--- config.mk ---
export PLATFORM = sky130hd
export DESIGN_NAME = pte_cordic_stage
export DESIGN_NICKNAME = d
export VERILOG_FILES = /design/src/rtl/core/point_to_equirect_pixel_assert.svh /design/src/rtl/core/pte_pkg.sv /design/src/rtl/core/pte_cordic_stage.sv
export SDC_FILE = /design/constraint.sdc
export NUM_CORES = 1
export LEC_CHECK = 0
export BUFFER_PORTS_ARGS = -buffer_cell sky130_fd_sc_hd__buf_4
export CAP_MARGIN = 10
export CORE_MARGIN = 1
export CORE_UTILIZATION = 40
export DETAILED_ROUTE_END_ITERATION = 12
export PLACE_DENSITY_LB_ADDON = 0.3
export SLEW_MARGIN = 20
export SYNTH_ARGS = -nofsm -noshare
export SYNTH_HDL_FRONTEND = slang
export SYNTH_SLANG_ARGS = --single-unit
--- constraint.sdc ---
create_clock -name clk_i -period 3.4 [get_ports clk_i]
set_input_delay 0.34 -clock clk_i [delete_from_list [all_inputs] [get_ports clk_i]]
set_output_delay 0.34 -clock clk_i [all_outputs]
set_load 0.05 [all_outputs]
--- src/rtl/core/point_to_equirect_pixel_assert.svh ---
// Assertion macros shared by the panorama pixel mapper.
`ifndef POINT_TO_EQUIRECT_PIXEL_ASSERT_SVH
`define POINT_TO_EQUIRECT_PIXEL_ASSERT_SVH
`ifndef NO_ASSERTIONS
// Same-cycle implication.
`define PTE_ASSERT_IMP(lbl, ante, cons) \
  lbl: assert property (@(posedge clk_i) disable iff (!rst_ni) (ante) |-> (cons)) \
    else $error("assertion failed");
// Next-cycle implication.
`define PTE_ASSERT_NXT(lbl, ante, cons) \
  lbl: assert property (@(posedge clk_i) disable iff (!rst_ni) (ante) |=> (cons)) \
    else $error("assertion failed");
`else
`define PTE_ASSERT_IMP(lbl, ante, cons)
`define PTE_ASSERT_NXT(lbl, ante, cons)
`endif
`endif

--- src/rtl/core/pte_pkg.sv ---
// Types, constants and tables for the panorama pixel mapper.
`timescale 1ns / 1ps
`default_nettype none
package pte_pkg;

  localparam int unsigned COORD_BITS        = 20;
  localparam int unsigned CORDIC_STAGES_DEF = 16;
  localparam int unsigned GUARD_BITS        = 8;
  // datapath width: coordinate, guard bits, CORDIC growth and sign
  localparam int unsigned XW    = COORD_BITS + GUARD_BITS + 4;
  localparam int unsigned AW    = 35;
  localparam int unsigned QBITS = 18;
  localparam int unsigned DW    = XW + 17;
  localparam int unsigned THR_W = 38;

  localparam logic signed [17:0] GAIN_Q16  = 18'sd107922;
  localparam logic        [17:0] GAIN2_Q16 = 18'd177722;
  localparam logic [QBITS-1:0]   COS_ONE   = 18'd65536;
  localparam logic [14:0]        COL_CAP   = 15'd8192;
  localparam logic [13:0]        ROW_CAP   = 14'd4096;

  localparam logic [13:0] WIDTH_RST  = 14'd6720;
  localparam logic [12:0] HEIGHT_RST = 13'd3360;
  localparam logic [19:0] MINR_RST   = 20'd307;

  // arctan(2^-i), a full turn being 2^32
  localparam logic [29:0] ATAN_TAB [24] = '{
    30'd536870912, 30'd316933406, 30'd167458907, 30'd85004756,
    30'd42667331,  30'd21354465,  30'd10679838,  30'd5340245,
    30'd2670163,   30'd1335087,   30'd667544,    30'd333772,
    30'd166886,    30'd83443,     30'd41722,     30'd20861,
    30'd10430,     30'd5215,      30'd2608,      30'd1304,
    30'd652,       30'd326,       30'd163,       30'd81
  };

  typedef enum logic [1:0] {
    CFG_WIDTH     = 2'd0,
    CFG_HEIGHT    = 2'd1,
    CFG_MIN_RANGE = 2'd2
  } cfg_idx_e;

  typedef struct packed {
    logic signed [COORD_BITS-1:0] pos_x;
    logic signed [COORD_BITS-1:0] pos_y;
    logic signed [COORD_BITS-1:0] pos_z;
  } in_t;

  typedef struct packed {
    logic [12:0] pix_col;
    logic [11:0] pix_row;
    logic        hit;
  } out_t;

  // one CORDIC vector with its accumulated angle
  typedef struct packed {
    logic signed [XW-1:0] x;
    logic signed [XW-1:0] y;
    logic signed [AW-1:0] a;
  } vec_t;

endpackage
`default_nettype wire

--- src/rtl/core/pte_cordic_stage.sv ---
// One registered vectoring-mode CORDIC iteration.
`timescale 1ns / 1ps
`default_nettype none
module pte_cordic_stage #(
  parameter int unsigned SHIFT = 0
) (
  input  logic          clk_i,
  input  logic          en_i,
  input  pte_pkg::vec_t vec_i,
  output pte_pkg::vec_t vec_o
);
  import pte_pkg::*;

  vec_t                 vec_d, vec_q;
  logic signed [XW-1:0] dx, dy;
  logic signed [AW-1:0] da;

  // rotate toward the x axis by the stage angle
  always_comb begin
    dx = vec_i.y >>> SHIFT;
    dy = vec_i.x >>> SHIFT;
    da = {{(AW-30){1'b0}}, ATAN_TAB[SHIFT]};
    if (!vec_i.y[XW-1]) begin
      vec_d.x = vec_i.x + dx;
      vec_d.y = vec_i.y - dy;
      vec_d.a = vec_i.a + da;
    end else begin
      vec_d.x = vec_i.x - dx;
      vec_d.y = vec_i.y + dy;
      vec_d.a = vec_i.a - da;
    end
  end

  // hold while the next stage is stalled
  always_ff @(posedge clk_i) begin
    if (en_i) begin
      vec_q <= vec_d;
    end
  end

  assign vec_o = vec_q;

endmodule
`default_nettype wire

==> results of run 1 <==
-- metal layers --
metal,part of all wire (%),wire (µm),vias to the layer above,global-route usage (%)
li1,-,-,3988,-
met1,46,12700,3876,34.0
met2,44,12200,331,38.9
met3,7.7,2100,32,3.66
met4,1.6,449,0,6.26
met5,0,0,-,0
-- power by group through the flow --
stage	logic (mW)	clock network [mW]	registers, mW
CTS	2.29	1.10	1.61
global placement	2.27	0	1.63
global route	2.45	1.13	1.63
detailed placement	2.28	0	1.64
finish	2.30	1.07	1.61
floorplan	0.843	0	2.24
-- how the worst max path moves through the flow --
stage / slack (ns) / end / startpoint / cells past startpoint
3_5_place_dp: -0.23 / vec_o[97] / vec_i[39] / 14
6_report: 0.24 / vec_o[97] / vec_i[52] / 12
5_1_grt: 0.10 / vec_o[97] / vec_i[67] / 14
4_1_cts: 0.12 / vec_o[97] / vec_i[39] / 14
3_3_place_gp: -0.13 / vec_o[97] / vec_i[39] / 14
2_1_floorplan: 0.27 / vec_o[97] / vec_i[50] / 11
-- stage by stage --
step | hold slack [ns] | area, µm² | setup WS (ns) | power, mW
after floorplan | 0.439 | 8760 | 0.267 | 3.08
after global placement | 0.518 | 11100 | -0.133 | 3.91
after detailed placement | 0.519 | 11100 | -0.232 | 3.92
after CTS | 0.147 | 11400 | 0.117 | 5.00
after global routing | 0.146 | 11400 | 0.100 | 5.21
final | 0.161 | 11400 | 0.245 | 4.99
-- area by class of cell --
| cell class | instances | share of cell area, % |
|---|---|---|
| Tap cell | 275 | 3.02 |
| Timing Repair Buffer | 286 | 18.9 |
| Clock buffer | 9 | 1.97 |
| Clock inverter | 7 | 0.789 |
| Multi-Input combinational cell | 729 | 46.2 |
| Sequential cell | 98 | 25.8 |
| Inverter | 100 | 3.29 |
-- synthesized netlist by cell type (3+ instances only) --
| cell type | number | area (µm²) |
|---|---|---|
| o21a_1 | 9 | 67.6 |
| a21o_1 | 27 | 203 |
| a21oi_1 | 113 | 566 |
| o31a_1 | 5 | 43.8 |
| o31ai_1 | 12 | 90.1 |
| xnor2_1 | 55 | 482 |
| nor4_1 | 4 | 25.0 |
| xor2_1 | 9 | 78.8 |
| ha_1 | 107 | 1340 |
| o41ai_1 | 3 | 26.3 |
| inv_1 | 97 | 364 |
| nand2_1 | 46 | 173 |
| or2_2 | 5 | 31.3 |
| nor2_1 | 77 | 289 |
| nor3_1 | 16 | 80.1 |
| nand4_1 | 11 | 68.8 |
| o21ai_0 | 51 | 255 |
| buf_2 | 3 | 15.0 |
| o211ai_1 | 12 | 90.1 |
| fa_1 | 4 | 80.1 |
| or3_1 | 5 | 31.3 |
| a31oi_1 | 7 | 43.8 |
| edfxtp_1 | 98 | 2940 |
| a21boi_0 | 3 | 22.5 |
| nor2b_1 | 9 | 56.3 |
| a221oi_1 | 3 | 26.3 |
| nand3b_1 | 3 | 22.5 |
| nand2b_1 | 5 | 31.3 |
| buf_1 | 6 | 22.5 |
| and2_1 | 4 | 25.0 |
| a211oi_1 | 13 | 97.6 |
| clkbuf_1 | 35 | 131 |
| o21bai_1 | 21 | 158 |
| nand3_1 | 17 | 85.1 |
| and3_1 | 6 | 37.5 |
| mux2i_1 | 24 | 240 |
-- cells by family after synthesis --
kind of cell,Yosys count
flops,98
fa+ha+maj,111
xor+xnor,64
simple gates,216
mux,24
buf+inv,145
compound gates,314
-- repair_timing --
action,CTS,global route
endpoints found under the hold margin,0,0
gates resized for setup,0,2
setup endpoints to repair,0,2
==> flow_summary.json, run 1 <==
{
  "synth-seq-cells": 98,
  "syn_area_per_cell_um2": 9.01,
  "crit_family": "compound AO/OA/AOI/OAI gates",
  "drt.antenna.violating_nets": 0,
  "hpwl_um": 22500,
  "hold_violations": 0,
  "hold_start": "vec_i[2]",
  "setup_violations": 0,
  "placed_cells": 1488,
  "postCtsSetupBuffers": 0,
  "synth_nets": 1184,
  "max_freq_mhz": 317,
  "chipHeight_um": 150,
  "crit_chain": "buf_4 > inv_1 > ha_1 > or3_1 > or4_4 > nor3_2 > o31ai_1 > a211oi_2 > o22ai_2 > o41a_1 > a31oi_1 > o311ai_1",
  "core_mm2": 0.0212,
  "syn_inst": 972,
  "hold_buffers": 0,
  "synth_compound_area_share_pct": 23.1,
  "fin_cells": 1504,
  "syn_area_mm2": 0.00876,
  "utilization_pct": 53.8,
  "endpoint_kind": "flip-flop",
  "hold_depth": 1,
  "drv_cap": 0,
  "switching_power_mw": 2.03,
  "num_io_pins": 200,
  "nFillCells": 2055,
  "die_area_mm2": 0.0225,
  "tns_ns": 0,
  "tightest_slew_ns": 0.867,
  "post_drt_via_cell_ratio": 5.47,
  "outcome": "finished clean",
  "layout_common_cells": "buf_4 (285), a21oi_1 (113), ha_1 (107)",
  "gp_congestion": 0.945,
  "htreeDepth": 3,
  "fp-row-count": 53,
  "min_to": "vec_o[2]",
  "p_per_area_mw_per_mm2": 437,
  "diodes": 0,
  "power_frac_seq_pct": 32.3,
  "drtIter0Drc": 587,
  "p_int_mw": 2.95,
  "ys_async_sr_fraction_pct": 0,
  "yosys_warnings": 0,
  "power_frac_comb_pct": 46.2,
  "power_frac_clock_pct": 21.5,
  "synthMuxAreaShare_pct": 2.74,
  "nets": 1436,
  "grt_pass1_vias": 7979,
  "seq_area_mm2": 0.00294,
  "synth_edf_count": 98,
  "max_slew_margin_pct": 42.2,
  "numCtsBuffers": 9,
  "antenna_found_initial": 0,
  "io_buffers": 199,
  "synthAdderAreaFrac_pct": 16.2,
  "layout_commonest_cell": "buf_4",
  "synth_ff_type": "edfxtp_1",
  "synthSimpleGateAreaFrac_pct": 11.7,
  "worstPathRequired_ns": 3.48,
  "drtPass1Iterations": 6,
  "rsz0062_at_grt": "false",
  "wirelength_um": 27500,
  "fin_crit_ns": 3.16,
  "max_stage_delay_ns": 0.49,
  "initial_utilization_pct": 41.3,
  "groute.usage.overall_pct": 24.3,
  "vias": 8227,
  "p_leak_nw": 5.23,
  "cts_tree": "yes",
  "crit_path_top_delay_cell": "o41a_1",
  "synth_xor_area_share_pct": 6.40,
  "finalCritPeriodShare_pct": 92.8,
  "hold_path.class": "in2reg",
  "root_buffer": "clkbuf_16",
  "grt_pass1_wl_um": 42300,
  "synth_top_family_by_area": "compound AO/OA/AOI/OAI gates",
  "path_class": "in2reg",
  "clk_pin_slew_ns": 0.07,
  "wl_per_cell_um": 18.3,
  "ys_seq_area_share_pct": 33.6,
  "worst_ep_arrival_time_ns": 3.23,
  "largest_register_ffs": 98,
  "drc_errors": 0,
  "die_w_um": 150,
  "crit_path_max_fanout": 5,
  "cp-start-kind": "input pin",
  "overflow": 0,
  "area_growth_pct": 30.3,
  "yosysUniqueCellTypes": 67,
  "clk_path_buf_depth": 2,
  "grt_max_degree": 68,
  "drv_slew": 0,
  "drive_gt1_share_pct": 26.1,
  "cts.sinks": 98,
  "peakVddDrop_v": 0.000302,
  "p_sw_share_pct": 40.8,
  "crit_buf_inv": 2,
  "multi_input_area_mm2": 0.00528
}
(Power assumes the default switching activity.)
==> run 2, diff against run 1 <==
==> constraint.sdc (replaced) <==
create_clock -name clk_i -period 2.71 [get_ports clk_i]
set_input_delay 0.271 -clock clk_i [delete_from_list [all_inputs] [get_ports clk_i]]
set_output_delay 0.271 -clock clk_i [all_outputs]
set_load 0.05 [all_outputs]
==> run 2 against run 1 <==
Compared with the run above:
- the flow now finishes with violations (negative setup slack)
- first-iteration DRC count rose by 18%
- die area did not move
- design area rose by 12%
- critical path type unchanged
- highest routed layer is now met5
- via count rose by 7.0%
==> flow_summary.json, run 2 (synthesis gave the netlist of run 1 again) <==
{
  "drt.antenna.violating_nets": 0,
  "hold_buffers": 0,
  "nets": 1569,
  "max_stage_delay_ns": 0.47,
  "crit_chain": "buf_8 > clkinv_4 > ha_4 > or3_4 > or4_4 > nor3_4 > o31ai_4 > a211oi_2 > o22ai_2 > buf_6 > o41a_1 > a31oi_1 > o311ai_1",
  "diodes": 0,
  "num_io_pins": 200,
  "worst_ep_arrival_time_ns": 2.96,
  "drv_cap": 0,
  "nFillCells": 1915,
  "overflow": 0,
  "layout_common_cells": "buf_4 (414), a21oi_1 (105), ha_1 (100)",
  "wl_per_cell_um": 17.8,
  "grt_pass1_vias": 8251,
  "crit_buf_inv": 3,
  "core_mm2": 0.0212,
  "root_buffer": "clkbuf_16",
  "max_freq_mhz": 349,
  "p_leak_nw": 5.93,
  "dp_slack_ns": -0.646,
  "io_buffers": 199,
  "antenna_found_initial": 1,
  "wirelength_um": 29200,
  "gp_congestion": 0.971,
  "clk_pin_slew_ns": 0.08,
  "violations": "negative setup slack",
  "worst_slack_ns": -0.159,
  "area_growth_pct": 45.4,
  "fp-row-count": 53,
  "path_class": "in2reg",
  "setup_violations": 4,
  "chipHeight_um": 150,
  "clk_path_buf_depth": 2,
  "layout_commonest_cell": "buf_4",
  "drv_slew": 0,
  "grt_pass1_wl_um": 44000,
  "hold_start": "vec_i[3]",
  "largest_register_ffs": 98,
  "grt_max_degree": 50,
  "crit_path_max_fanout": 3,
  "vias": 8799,
  "drtPass1Iterations": 6,
  "worst_hold_slack_ns": 0.0982,
  "endpoint_kind": "flip-flop",
  "numCtsBuffers": 9,
  "post_drt_via_cell_ratio": 5.38,
  "cp-start-kind": "input pin",
  "peakVddDrop_v": 0.000302,
  "hold_violations": 0,
  "hold_depth": 1,
  "crit_family": "compound AO/OA/AOI/OAI gates",
  "die_area_mm2": 0.0225,
  "max_slew_margin_pct": 63.3,
  "drive_gt1_share_pct": 36.7,
  "initial_utilization_pct": 41.3,
  "hpwl_um": 23800,
  "tightest_slew_ns": 0.545,
  "htreeDepth": 3,
  "drc_errors": 0,
  "finalCritPeriodShare_pct": 106,
  "worstPathRequired_ns": 2.80,
  "drtIter0Drc": 694,
  "rsz0062_at_grt": "true",
  "groute.usage.overall_pct": 25.5,
  "cts.sinks": 98,
  "p_per_area_mw_per_mm2": 506,
  "fin_crit_ns": 2.87,
  "min_to": "vec_o[3]",
  "crit_path_top_delay_cell": "or4_4",
  "die_w_um": 150,
  "hold_path.class": "in2reg",
  "cts_tree": "yes",
  "outcome": "finished with violations"
}
==> run 2: how the worst max path moves through the flow <==
stage | startpoint | to | slack (ns) | cells past startpoint
after floorplan | vec_i[50] | vec_o[65] | -0.13 | 11
after global placement | vec_i[50] | vec_o[93] | -0.53 | 13
after detailed placement | vec_i[52] | vec_o[93] | -0.65 | 13
after CTS | vec_i[52] | vec_o[97] | -0.13 | 13
after global routing | vec_i[52] | vec_o[97] | -0.27 | 13
final | vec_i[52] | vec_o[97] | -0.16 | 13
==> run 2: area by class of cell <==
class / instances / area, µm² / area share (%)
Clock buffer: 10 / 229 / 1.80
Clock inverter: 6 / 40.0 / 0.314
Inverter: 100 / 393 / 3.08
Multi-Input combinational cell: 729 / 5610 / 44.0
Sequential cell: 98 / 2940 / 23.1
Tap cell: 275 / 344 / 2.70
Timing Repair Buffer: 419 / 3180 / 25.0
==> run 2: per-stage QoR <==
step                      util (%)  instances  power (mW)  cell area, µm²  TNS, ns
after floorplan                  -        972        3.88            8830   -0.407
after global placement        57.1       1617        5.11           12100   -12.16
after detailed placement      57.1       1617        5.14           12100   -14.78
after CTS                     58.8       1635        6.38           12500   -0.286
after global routing          60.0       1637        6.71           12700   -0.878
final                         60.0       1637        6.44           12700   -0.392
==> run 2: per-layer routing <==
metal	part of all wire, %	GRT usage [%]	vias to the layer above
li1	-	-	4257
met1	45	36.1	4125
met2	45	40.6	379
met3	7.9	3.02	36
met4	1.8	7.27	2
met5	0.027	0	-
==> run 2: where the power goes <==
group	switching, mW	internal [mW]
sequential	0.0721	1.96
clock	0.594	0.626
combinational	1.96	1.23
==> run 2: timing repair <==
item / 4_1_cts / 5_1_grt
buffers inserted: 2 / 3
setup endpoints to repair: 22 / 26
gates resized for setup: 19 / 49
hold endpoints to repair: 0 / 0
pin swaps: 7 / 18
